## src/rtl/hsvrgb_pkg.sv

```systemverilog
// Shared types and constants of the hue to RGB888 converter.
package hsvrgb_pkg;

   localparam int HUE_W         = 16;
   localparam int CFG_W         = 9;
   localparam int CH_W          = 8;
   localparam int RSP_TDATA_W   = 48;
   localparam int NUM_STAGES    = 7;

   localparam int HUE_FULL_TURN = 23040;
   localparam int HUE_SECTOR    = 3840;

   localparam logic [CFG_W-1:0] Q8_ONE = 9'd256;

   typedef enum logic [2:0] {
      SECTOR_0 = 3'd0,
      SECTOR_1 = 3'd1,
      SECTOR_2 = 3'd2,
      SECTOR_3 = 3'd3,
      SECTOR_4 = 3'd4,
      SECTOR_5 = 3'd5
   } sector_type;

   typedef enum logic {
      CSR_SATURATION = 1'b0,
      CSR_BRIGHTNESS = 1'b1
   } csr_addr_type;

endpackage

```

## src/rtl/hsv_to_rgb888_core.sv

```systemverilog
// Pipeline from an accepted hue transaction to its color on rsp_tvalid: seven pipeline
// stages, each with a valid bit; one transaction per cycle unless a stalled output backs it up.
// A stalled output holds its stage; empty stages upstream still fill, so req_tready
// stays high while any stage is empty.
// Reset clears all valid bits and sets saturation and brightness to 256 (1.0).
module hsv_to_rgb888_core #(
   parameter int FRACTION_BITS = 16
) (
   input  logic        clock,
   input  logic        reset,
   input  logic        req_tvalid,
   output logic        req_tready,
   input  logic [15:0] req_tdata,   // [15:0] hue
   output logic        rsp_tvalid,
   input  logic        rsp_tready,
   output logic [47:0] rsp_tdata,   // [7:0] red, [15:8] green, [23:16] blue, [47:24] packed_color
   input  logic        csr_we,
   input  logic        csr_addr,
   input  logic [8:0]  csr_wdata
);

   localparam int FB     = FRACTION_BITS;
   localparam int NS     = hsvrgb_pkg::NUM_STAGES;
   localparam int CW     = hsvrgb_pkg::CFG_W;
   localparam int XW     = FB + 4;
   localparam int PW     = 2 * XW + 1;
   localparam int AW     = FB + 9;
   localparam int VW     = FB + 17;
   localparam int CH_LSB = FB + 16;
   localparam logic [63:0] RECIP_FULL = ((64'd1 << (XW + 4)) / 15) + 64'd1;
   localparam logic [XW:0] RECIP      = RECIP_FULL[XW:0];

   localparam logic signed [17:0] TURN_S  = 18'(hsvrgb_pkg::HUE_FULL_TURN);
   localparam logic signed [17:0] TURN2_S = 18'(2 * hsvrgb_pkg::HUE_FULL_TURN);
   localparam logic [14:0] SEC1 = 15'(1 * hsvrgb_pkg::HUE_SECTOR);
   localparam logic [14:0] SEC2 = 15'(2 * hsvrgb_pkg::HUE_SECTOR);
   localparam logic [14:0] SEC3 = 15'(3 * hsvrgb_pkg::HUE_SECTOR);
   localparam logic [14:0] SEC4 = 15'(4 * hsvrgb_pkg::HUE_SECTOR);
   localparam logic [14:0] SEC5 = 15'(5 * hsvrgb_pkg::HUE_SECTOR);

   logic [CW-1:0] sat_ff, sat_in, bri_ff, bri_in;
   logic [CW-1:0] wdata_clamped;

   logic [NS-1:0] vld_ff, vld_in, adv;

   logic signed [17:0] hue_ext;
   logic signed [17:0] wrap_full;
   logic [14:0] wrap_ff, wrap_in;

   hsvrgb_pkg::sector_type sec2_ff, sec2_in, sec3_ff, sec4_ff;
   logic [14:0] rem_full;
   logic [11:0] rem_ff, rem_in;

   logic [XW-1:0] xdiv;
   logic [PW-1:0] prod_ff, prod_in;

   logic [FB-1:0] frac;
   logic [FB:0]   one_minus_f;
   logic [CW+FB-1:0] sf_full;
   logic [CW+FB:0]   sfc_full;
   logic [AW-1:0] sf_ff, sf_in, sfc_ff, sfc_in;

   logic [AW-1:0] a_v, a_p, a_q, a_t;
   logic [AW-1:0] ar_ff, ar_in, ag_ff, ag_in, ab_ff, ab_in;

   logic [CW+AW-1:0] xr_full, xg_full, xb_full;
   logic [VW-1:0] xr_ff, xg_ff, xb_ff;

   logic [VW+7:0] yr, yg, yb;
   logic [7:0] red_ff, red_in, green_ff, green_in, blue_ff, blue_in;

   // configuration
   always_comb begin
      wdata_clamped = (csr_wdata > hsvrgb_pkg::Q8_ONE) ? hsvrgb_pkg::Q8_ONE : csr_wdata;
      sat_in = sat_ff;
      bri_in = bri_ff;
      if (csr_we) begin
         unique case (hsvrgb_pkg::csr_addr_type'(csr_addr))
            hsvrgb_pkg::CSR_SATURATION: sat_in = wdata_clamped;
            hsvrgb_pkg::CSR_BRIGHTNESS: bri_in = wdata_clamped;
         endcase
      end
   end

   always_ff @(posedge clock) begin
      if (reset) begin
         sat_ff <= hsvrgb_pkg::Q8_ONE;
         bri_ff <= hsvrgb_pkg::Q8_ONE;
      end else begin
         sat_ff <= sat_in;
         bri_ff <= bri_in;
      end
   end

   // stage handshake
   always_comb begin
      adv[NS-1] = ~vld_ff[NS-1] | rsp_tready;
      for (int i = NS - 2; i >= 0; i--) begin
         adv[i] = ~vld_ff[i] | adv[i+1];
      end
      vld_in[0] = adv[0] ? req_tvalid : vld_ff[0];
      for (int i = 1; i < NS; i++) begin
         vld_in[i] = adv[i] ? vld_ff[i-1] : vld_ff[i];
      end
   end

   always_ff @(posedge clock) begin
      if (reset) begin
         vld_ff <= '0;
      end else begin
         vld_ff <= vld_in;
      end
   end

   assign req_tready = adv[0];
   assign rsp_tvalid = vld_ff[NS-1];

   // stage 1: wrap hue into one turn
   always_comb begin
      hue_ext = 18'(signed'(req_tdata));
      if (hue_ext >= TURN_S) begin
         wrap_full = hue_ext - TURN_S;
      end else if (hue_ext >= 18'sd0) begin
         wrap_full = hue_ext;
      end else if (hue_ext >= -TURN_S) begin
         wrap_full = hue_ext + TURN_S;
      end else begin
         wrap_full = hue_ext + TURN2_S;
      end
      wrap_in = wrap_full[14:0];
   end

   // stage 2: sector and remainder
   always_comb begin
      priority if (wrap_ff >= SEC5) begin
         sec2_in  = hsvrgb_pkg::SECTOR_5;
         rem_full = wrap_ff - SEC5;
      end else if (wrap_ff >= SEC4) begin
         sec2_in  = hsvrgb_pkg::SECTOR_4;
         rem_full = wrap_ff - SEC4;
      end else if (wrap_ff >= SEC3) begin
         sec2_in  = hsvrgb_pkg::SECTOR_3;
         rem_full = wrap_ff - SEC3;
      end else if (wrap_ff >= SEC2) begin
         sec2_in  = hsvrgb_pkg::SECTOR_2;
         rem_full = wrap_ff - SEC2;
      end else if (wrap_ff >= SEC1) begin
         sec2_in  = hsvrgb_pkg::SECTOR_1;
         rem_full = wrap_ff - SEC1;
      end else begin
         sec2_in  = hsvrgb_pkg::SECTOR_0;
         rem_full = wrap_ff;
      end
      rem_in = rem_full[11:0];
   end

   // stage 3: fraction by reciprocal multiply (divide by 15 after scaling)
   always_comb begin
      xdiv    = XW'(rem_ff) << (FB - 8);
      prod_in = xdiv * RECIP;
   end

   // stage 4: saturation times fraction and its complement
   always_comb begin
      frac        = prod_ff[XW+FB+3:XW+4];
      one_minus_f = (FB + 1)'(1) << FB;
      one_minus_f = one_minus_f - (FB + 1)'(frac);
      sf_full     = sat_ff * frac;
      sfc_full    = sat_ff * one_minus_f;
      sf_in       = sf_full[AW-1:0];
      sfc_in      = sfc_full[AW-1:0];
   end

   // stage 5: form v, p, q, t and route by sector
   always_comb begin
      a_v = AW'(1) << (FB + 8);
      a_p = AW'(hsvrgb_pkg::Q8_ONE - sat_ff) << FB;
      a_q = a_v - sf_ff;
      a_t = a_v - sfc_ff;
      unique case (sec4_ff)
         hsvrgb_pkg::SECTOR_0: begin ar_in = a_v; ag_in = a_t; ab_in = a_p; end
         hsvrgb_pkg::SECTOR_1: begin ar_in = a_q; ag_in = a_v; ab_in = a_p; end
         hsvrgb_pkg::SECTOR_2: begin ar_in = a_p; ag_in = a_v; ab_in = a_t; end
         hsvrgb_pkg::SECTOR_3: begin ar_in = a_p; ag_in = a_q; ab_in = a_v; end
         hsvrgb_pkg::SECTOR_4: begin ar_in = a_t; ag_in = a_p; ab_in = a_v; end
         default:              begin ar_in = a_v; ag_in = a_p; ab_in = a_q; end
      endcase
   end

   // stage 6: scale by brightness
   always_comb begin
      xr_full = bri_ff * ar_ff;
      xg_full = bri_ff * ag_ff;
      xb_full = bri_ff * ab_ff;
   end

   // stage 7: times 255, truncate to 8 bits
   always_comb begin
      yr       = {xr_ff, 8'd0} - (VW + 8)'(xr_ff);
      yg       = {xg_ff, 8'd0} - (VW + 8)'(xg_ff);
      yb       = {xb_ff, 8'd0} - (VW + 8)'(xb_ff);
      red_in   = yr[CH_LSB+7:CH_LSB];
      green_in = yg[CH_LSB+7:CH_LSB];
      blue_in  = yb[CH_LSB+7:CH_LSB];
   end

   always_ff @(posedge clock) begin
      if (adv[0]) begin
         wrap_ff <= wrap_in;
      end
      if (adv[1]) begin
         sec2_ff <= sec2_in;
         rem_ff  <= rem_in;
      end
      if (adv[2]) begin
         sec3_ff <= sec2_ff;
         prod_ff <= prod_in;
      end
      if (adv[3]) begin
         sec4_ff <= sec3_ff;
         sf_ff   <= sf_in;
         sfc_ff  <= sfc_in;
      end
      if (adv[4]) begin
         ar_ff <= ar_in;
         ag_ff <= ag_in;
         ab_ff <= ab_in;
      end
      if (adv[5]) begin
         xr_ff <= xr_full[VW-1:0];
         xg_ff <= xg_full[VW-1:0];
         xb_ff <= xb_full[VW-1:0];
      end
      if (adv[6]) begin
         red_ff   <= red_in;
         green_ff <= green_in;
         blue_ff  <= blue_in;
      end
   end

   assign rsp_tdata = {red_ff, green_ff, blue_ff, blue_ff, green_ff, red_ff};

endmodule

```

## config.mk

```make
export PLATFORM = sky130hd
export DESIGN_NAME = hsv_to_rgb888_core
export DESIGN_NICKNAME = d
export VERILOG_FILES = /design/src/rtl/hsvrgb_pkg.sv /design/src/rtl/hsv_to_rgb888_core.sv
export SDC_FILE = /design/constraint.sdc
export NUM_CORES = 2
export LEC_CHECK = 0
export ABC_AREA = 0
export BUFFER_PORTS_ARGS = -buffer_cell sky130_fd_sc_hd__buf_2
export CORE_UTILIZATION = 38
export CTS_BUF_LIST = sky130_fd_sc_hd__clkbuf_8
export CTS_CLUSTER_SIZE = 40
export DETAILED_ROUTE_END_ITERATION = 6
export HOLD_SLACK_MARGIN = 0.12
export PLACE_DENSITY_LB_ADDON = 0.1
export SYNTH_ARGS = -nofsm -noshare
export SYNTH_HDL_FRONTEND = slang
export SYNTH_SLANG_ARGS = --single-unit
```

## constraint.sdc

```tcl
create_clock -name clock -period 6.9 [get_ports clock]
set_clock_uncertainty 0.2 [all_clocks]
set_input_delay 1.38 -clock clock [delete_from_list [all_inputs] [get_ports clock]]
set_output_delay 1.38 -clock clock [all_outputs]
set_load 0.02 [all_outputs]
```

; Word level (Yosys, flattened, before mapping)
; Index checks and enable logic that the tools add are counted.
[word_totals]
wordCells = 100
output_inout_bits = 50
regBits = 340
input_bits = 31
[op_classes]
n_eq_ne = 4
mux = 16
multipliers = 6
order_cmp = 9
bitwise = 15
n_reduce_logical = 8
add_sub_neg = 15
[op_table]
columns = operator, n
row1 = 25-bit case mux with 3 select lines, 3
row2 = 40-bit by 33-bit subtractor with 40-bit output, 3
row3 = 9-bit by 25-bit multiplier with 33-bit output, 3
row4 = 12-bit 2-to-1 mux, 5
row5 = "12-bit subtractor, second input constant", 5
row6 = "25-bit subtractor, first input constant", 2
row7 = 15-bit 2-to-1 mux, 3
row8 = "16-bit >= comparator, second input constant", 2
row9 = "12-bit by 20-bit multiplier with 31-bit output, second input constant", 1
row10 = "15-bit adder, second input constant", 2
row11 = "15-bit by 14-bit >= comparator with 1-bit output, second input constant", 2
row12 = 9-bit by 16-bit multiplier with 25-bit output, 1
row13 = 9-bit by 17-bit multiplier with 25-bit output, 1
row14 = "17-bit by 16-bit subtractor with 17-bit output, first input constant", 1
row15 = "16-bit by 1-bit >= comparator with 1-bit output, second input constant", 1
row16 = "15-bit by 12-bit >= comparator with 1-bit output, second input constant", 1
row17 = "15-bit by 13-bit >= comparator with 1-bit output, second input constant", 1
row18 = "15-bit >= comparator, second input constant", 1
row19 = "15-bit subtractor, second input constant", 1
row20 = 2-bit OR reduction, 5
row21 = "9-bit greater-than comparator, second input constant", 1
row22 = 9-bit 2-to-1 mux, 1
row23 = "9-bit subtractor, first input constant", 1
row24 = 1-bit inverter, 8
row25 = other kinds (8), 18

; Depth between registers and ports, before layout
[depth]
word_depth = 8
depth_mapped = 25
mapped_depth_nobuf = 24

; Least setup slack after synthesis
; OpenSTA, ideal clock, no wires.
[synth_path]
path_kind = reg-to-reg
from = register prod_ff[25]
to = register sfc_ff[23] (data pin)
setup_ns = 0.258
period_less_slack_ns = 6.801
arrival_ns = 6.343
path_stages_with_launch = 22
required_time_ns = 6.442
path_buffers = 1
setup_slack_ns = 0.099
path_cell_list = edfxtp_1 > clkbuf_1 > nor3_1 > or3b_2 > nor4_1 > nor2b_1 > xnor2_1 > nand2_1 > fa_1 > inv_1 > fa_1 > fa_1 > fa_1 > ha_1 > a211o_1 > a211oi_1 > o31a_1 > o21ai_1 > or4b_1 > a31o_2 > a21oi_1 > xnor2_1
[synth_via]
elab_chain_cells = 2
[synth_rtl]
columns = item, line_no
row1 = "start, declared", hsv_to_rgb888_core.sv:55  ; logic [PW-1:0] prod_ff, prod_in;
row2 = "start signal, assigned", hsv_to_rgb888_core.sv:217  ; prod_ff <= prod_in;
row3 = 17-bit by 16-bit subtractor with 17-bit output, hsv_to_rgb888_core.sv:167  ; one_minus_f = one_minus_f - (FB + 1)'(frac);
row4 = 9-bit by 17-bit multiplier with 25-bit output, hsv_to_rgb888_core.sv:169  ; sfc_full = sat_ff * one_minus_f;
row5 = named net sfc_full[23], hsv_to_rgb888_core.sv:60  ; logic [CW+FB:0] sfc_full;
row6 = "end signal, assigned", hsv_to_rgb888_core.sv:222  ; sfc_ff <= sfc_in;
row7 = "end, declared", hsv_to_rgb888_core.sv:61  ; logic [AW-1:0] sf_ff, sf_in, sfc_ff, sfc_in;
; The timed path passes the listed nets, and every way through them passes these cells.
; A chain may end at the register's enable or synchronous reset.

; Final worst setup path
; Ends and elaborated chain as after synthesis.

==> impl_metrics.prom <==
# TYPE chip_impl_metric gauge
chip_impl_info{name="cp_slowest_cell",value="sky130_fd_sc_hd__fa_1"} 1
chip_impl_metric{name="setup_viol",unit=""} 0
chip_impl_metric{name="port_buffers",unit=""} 80
chip_impl_info{name="critical_path_start_end_classification",value="flip-flop to flip-flop"} 1
chip_impl_metric{name="finalNetCount",unit=""} 6060
chip_impl_metric{name="post-route-drc-count",unit=""} 0
chip_impl_metric{name="design.die.area",unit="mm^2"} 0.1233
chip_impl_metric{name="ir_worst_vdd",unit="V"} 0.0002024
chip_impl_info{name="final_common_cell",value="sky130_fd_sc_hd__inv_1"} 1
chip_impl_metric{name="synth.lib_cells_used.distinct",unit=""} 80
chip_impl_metric{name="worst_pin_slew",unit="ns"} 1.152
chip_impl_metric{name="slew_headroom",unit="%"} 23.08
chip_impl_metric{name="cts_buffer_depth",unit=""} 3
chip_impl_metric{name="critPathRequiredTime",unit="ns"} 7.15
chip_impl_metric{name="die_x",unit="um"} 351.2
chip_impl_metric{name="firstDrtPassIters",unit=""} 6
chip_impl_metric{name="die_h",unit="um"} 351.2
chip_impl_metric{name="totalWireLength",unit="um"} 114100
chip_impl_info{name="path_common_cell",value="sky130_fd_sc_hd__fa_1"} 1
chip_impl_metric{name="cts_sinks",unit=""} 324
chip_impl_info{name="synth-main-ff-cell",value="sky130_fd_sc_hd__edfxtp_1"} 1
chip_impl_metric{name="timing_max_transition_violations_final",unit=""} 0
chip_impl_metric{name="p_per_area",unit="mW/mm^2"} 276.5
chip_impl_metric{name="route.vias.total",unit=""} 32490
chip_impl_metric{name="number_of_enable_flip_flop_cells_after_synthesis",unit=""} 299
chip_impl_metric{name="maximum_number_of_pins_on_one_net_before_global_route_repair",unit=""} 71
chip_impl_metric{name="grt_first_pass_wirelength",unit="um"} 188900
chip_impl_metric{name="maximum_cell_stage_delay_along_the_critical_path",unit="ns"} 0.56
chip_impl_metric{name="post_route_cells_drive_above_1_share",unit="%"} 7.097
chip_impl_metric{name="hold-path-cell-count",unit=""} 0
chip_impl_metric{name="arrival",unit="ns"} 6.92
chip_impl_info{name="critPathCaptureType",value="flip-flop"} 1
chip_impl_info{name="capture_instance_of_the_worst_register_to_register_path",value="sfc_ff[23]"} 1
chip_impl_metric{name="antenna_found_initial",unit=""} 3
chip_impl_metric{name="number_of_buffers_and_inverters_on_the_critical_path",unit=""} 6
chip_impl_metric{name="post_synth_net_total",unit=""} 6026
chip_impl_info{name="timing.hold.worst_endpoint",value="sec4_ff[1]"} 1
chip_impl_metric{name="path_clk_slew",unit="ns"} 0.06
chip_impl_metric{name="area.growth.synth_to_final",unit="%"} 8.323
chip_impl_metric{name="synth_seq_area_share",unit="%"} 20.46
chip_impl_metric{name="ff2ff_path_depth",unit=""} 25
chip_impl_metric{name="post_drt_wl_per_cell",unit="um"} 17.28
chip_impl_info{name="timing.hold.worst.start",value="sec3_ff[1]"} 1
chip_impl_metric{name="syn_inst",unit=""} 4905
chip_impl_info{name="synth_top_cell_by_area",value="sky130_fd_sc_hd__fa_1"} 1
chip_impl_metric{name="detailed_place_hpwl",unit="um"} 91190
chip_impl_metric{name="global_route.usage.total",unit="%"} 19.37
chip_impl_metric{name="power_leakage",unit="uW"} 0.02396
chip_impl_metric{name="ctsHoldBuffers",unit=""} 0
chip_impl_metric{name="drv.max_cap_violation_count",unit=""} 0
chip_impl_info{name="tritoncts",value="built"} 1
chip_impl_metric{name="worst-r2r-setup-slack",unit="ns"} 0.23
chip_impl_metric{name="first_global_vias",unit=""} 34550
chip_impl_metric{name="timing.critical_path.fanout_max",unit=""} 6
chip_impl_info{name="synth.top_cells.by_area",value="sky130_fd_sc_hd__fa_1 (30%), sky130_fd_sc_hd__edfxtp_1 (19%), sky130_fd_sc_hd__ha_1 (11%), sky130_fd_sc_hd__inv_1 (7.4%), sky130_fd_sc_hd__and2_1 (6.1%)"} 1
chip_impl_info{name="critPathTopFamily",value="adder cells"} 1
chip_impl_metric{name="maxClockFrequency",unit="GHz"} 0.1499
chip_impl_info{name="layout_common_cells",value="sky130_fd_sc_hd__inv_1 (918), sky130_fd_sc_hd__fa_1 (701), sky130_fd_sc_hd__nand2_1 (623), sky130_fd_sc_hd__and2_1 (454), sky130_fd_sc_hd__ha_1 (389)"} 1
chip_impl_metric{name="dpl-instance-area",unit="mm^2"} 0.04874
chip_impl_metric{name="async_flop_share",unit="%"} 0
chip_impl_metric{name="post-route-period-util",unit="%"} 96.67
chip_impl_metric{name="fin_setup_tns",unit="ns"} 0
chip_impl_metric{name="ys_ff_latch",unit=""} 324
chip_impl_metric{name="cts-buffers-inserted",unit=""} 66
chip_impl_info{name="run_status",value="finished clean"} 1
chip_impl_metric{name="design.core.area",unit="mm^2"} 0.1204
chip_impl_info{name="rr_startpoint",value="prod_ff[25]"} 1
chip_impl_metric{name="starting_density_of_the_core",unit="%"} 38.47
chip_impl_metric{name="yosys_warnings",unit=""} 0
chip_impl_metric{name="clock_latency",unit="ns"} 0.76
chip_impl_info{name="grt_setup_unrepaired",value="true"} 1
chip_impl_metric{name="stdcell_area",unit="mm^2"} 0.05019
chip_impl_metric{name="hold_violations",unit=""} 0
chip_impl_metric{name="synthDominantCellAreaShare",unit="%"} 30.29
chip_impl_metric{name="detailedRoute.firstIterationViolations",unit=""} 2004
chip_impl_metric{name="place.gp.congestion",unit=""} 0.8091
chip_impl_metric{name="netlist_area",unit="mm^2"} 0.04633
chip_impl_metric{name="fin_crit",unit="ns"} 6.671
chip_impl_info{name="holdCritPathClass",value="flip-flop to flip-flop"} 1
chip_impl_metric{name="cts_htree_levels",unit=""} 3
chip_impl_metric{name="syn_avg_cell_area",unit="um^2"} 9.446
chip_impl_metric{name="detail-route-antenna-nets",unit=""} 0
chip_impl_metric{name="viasPerCell",unit=""} 4.921
chip_impl_metric{name="io_pins",unit=""} 81
chip_impl_info{name="clock_root_buffer_master",value="sky130_fd_sc_hd__clkbuf_8"} 1
chip_impl_metric{name="global_route_overflow",unit=""} 0
chip_impl_info{name="worstSetupStartpointType",value="flip-flop"} 1
chip_impl_metric{name="placementRows",unit=""} 127
-- metrics by stage --
stage	power, uW	setup slack (ns)	cells	hold slack, ns	utilization, %
after detailed placement	11840	-0.001711	6481	0.2089	40.47
after global placement	11820	0.09032	6481	0.2060	40.47
final	13880	0.2295	6602	0.2238	41.67
after CTS	14100	0.06041	6598	0.2244	41.60
after floorplan	9335	0.09919	4905	0.2003	-
after global routing	15270	-0.05294	6601	0.2323	41.66
-- sequential cells by signal, indices dropped and copies added (netlist names) --
register	cells
sec2_ff	3
green_ff	8
sec3_ff	3
rem_ff	12
sf_ff	25
xb_ff	33
xr_ff	33
ag_ff	25
ab_ff	25
blue_ff	8
xg_ff	33
prod_ff	16
sfc_ff	24
sat_ff	9
ar_ff	25
sec4_ff	3
vld_ff	7
red_ff	8
wrap_ff	15
bri_ff	9
-- cell usage after synthesis, drive strengths merged, types with 59 or more instances --
library cell  instances
o21ai                81
nor2                180
buf                  61
xor2                 75
xnor2               142
fa                  701
and2                454
clkbuf              174
inv                 910
a21o                 69
nor3                 59
nand2               624
ha                  389
edfxtp              299
a21oi               156
-- per-layer routing --
metal / GRT usage, % / vias up / wire [um]
li1: - / 15620 / -
met1: 25.84 / 16350 / 52960
met2: 33.59 / 418 / 55950
met3: 2.131 / 105 / 3272
met4: 4.419 / 0 / 1881
met5: 0 / - / 0
-- report_power, final --
group	internal, uW	switching, uW	leakage [uW]
combinational	3140	4540	0.0196
clock	1170	960	0.000726
sequential	3100	965	0.00362
total	7410	6460	0.0240
-- layout make-up --
type / count / area [um^2]
Multi-Input combinational cell: 3436 / 32550
Tap cell: 1612 / 2017
Antenna cell: 2 / 5.005
Clock inverter: 51 / 442.9
Clock buffer: 66 / 908.4
Fill cell: 12170 / 70260
Sequential cell: 324 / 9492
Inverter: 910 / 3418
Timing Repair Buffer: 201 / 1359
-- worst max path at each step --
| stage | start | end | slack [ns] | cells past startpoint |
|---|---|---|---|---|
| 3_3_place_gp | prod_ff[24] | sfc_ff[23] | 0.09 | 21 |
| 3_5_place_dp | prod_ff[26] | sfc_ff[23] | -0.002 | 21 |
| 2_1_floorplan | prod_ff[25] | sfc_ff[23] | 0.1 | 21 |
| 4_1_cts | prod_ff[24] | sfc_ff[23] | 0.06 | 21 |
| 6_report | prod_ff[25] | sfc_ff[23] | 0.23 | 25 |
| 5_1_grt | prod_ff[25] | sfc_ff[23] | -0.05 | 25 |
-- what timing repair did --
action	4_1_cts	5_1_grt
gates cloned	0	0
resized for setup	2	15
pin swaps	0	5
setup buffers	0	2
endpoints found under the setup margin	1	4
-- cell families after synthesis --
logic type,Yosys count,share of synthesized area [%]
simple gates,1542,16.48
xor+xnor,217,4.102
mux,4,0.08912
buf+inv,1145,9.471
compound gates,583,8.601
flops,324,20.46
fa+ha+maj,1090,40.80
No activity file was read; power rests on OpenSTA's default activity.
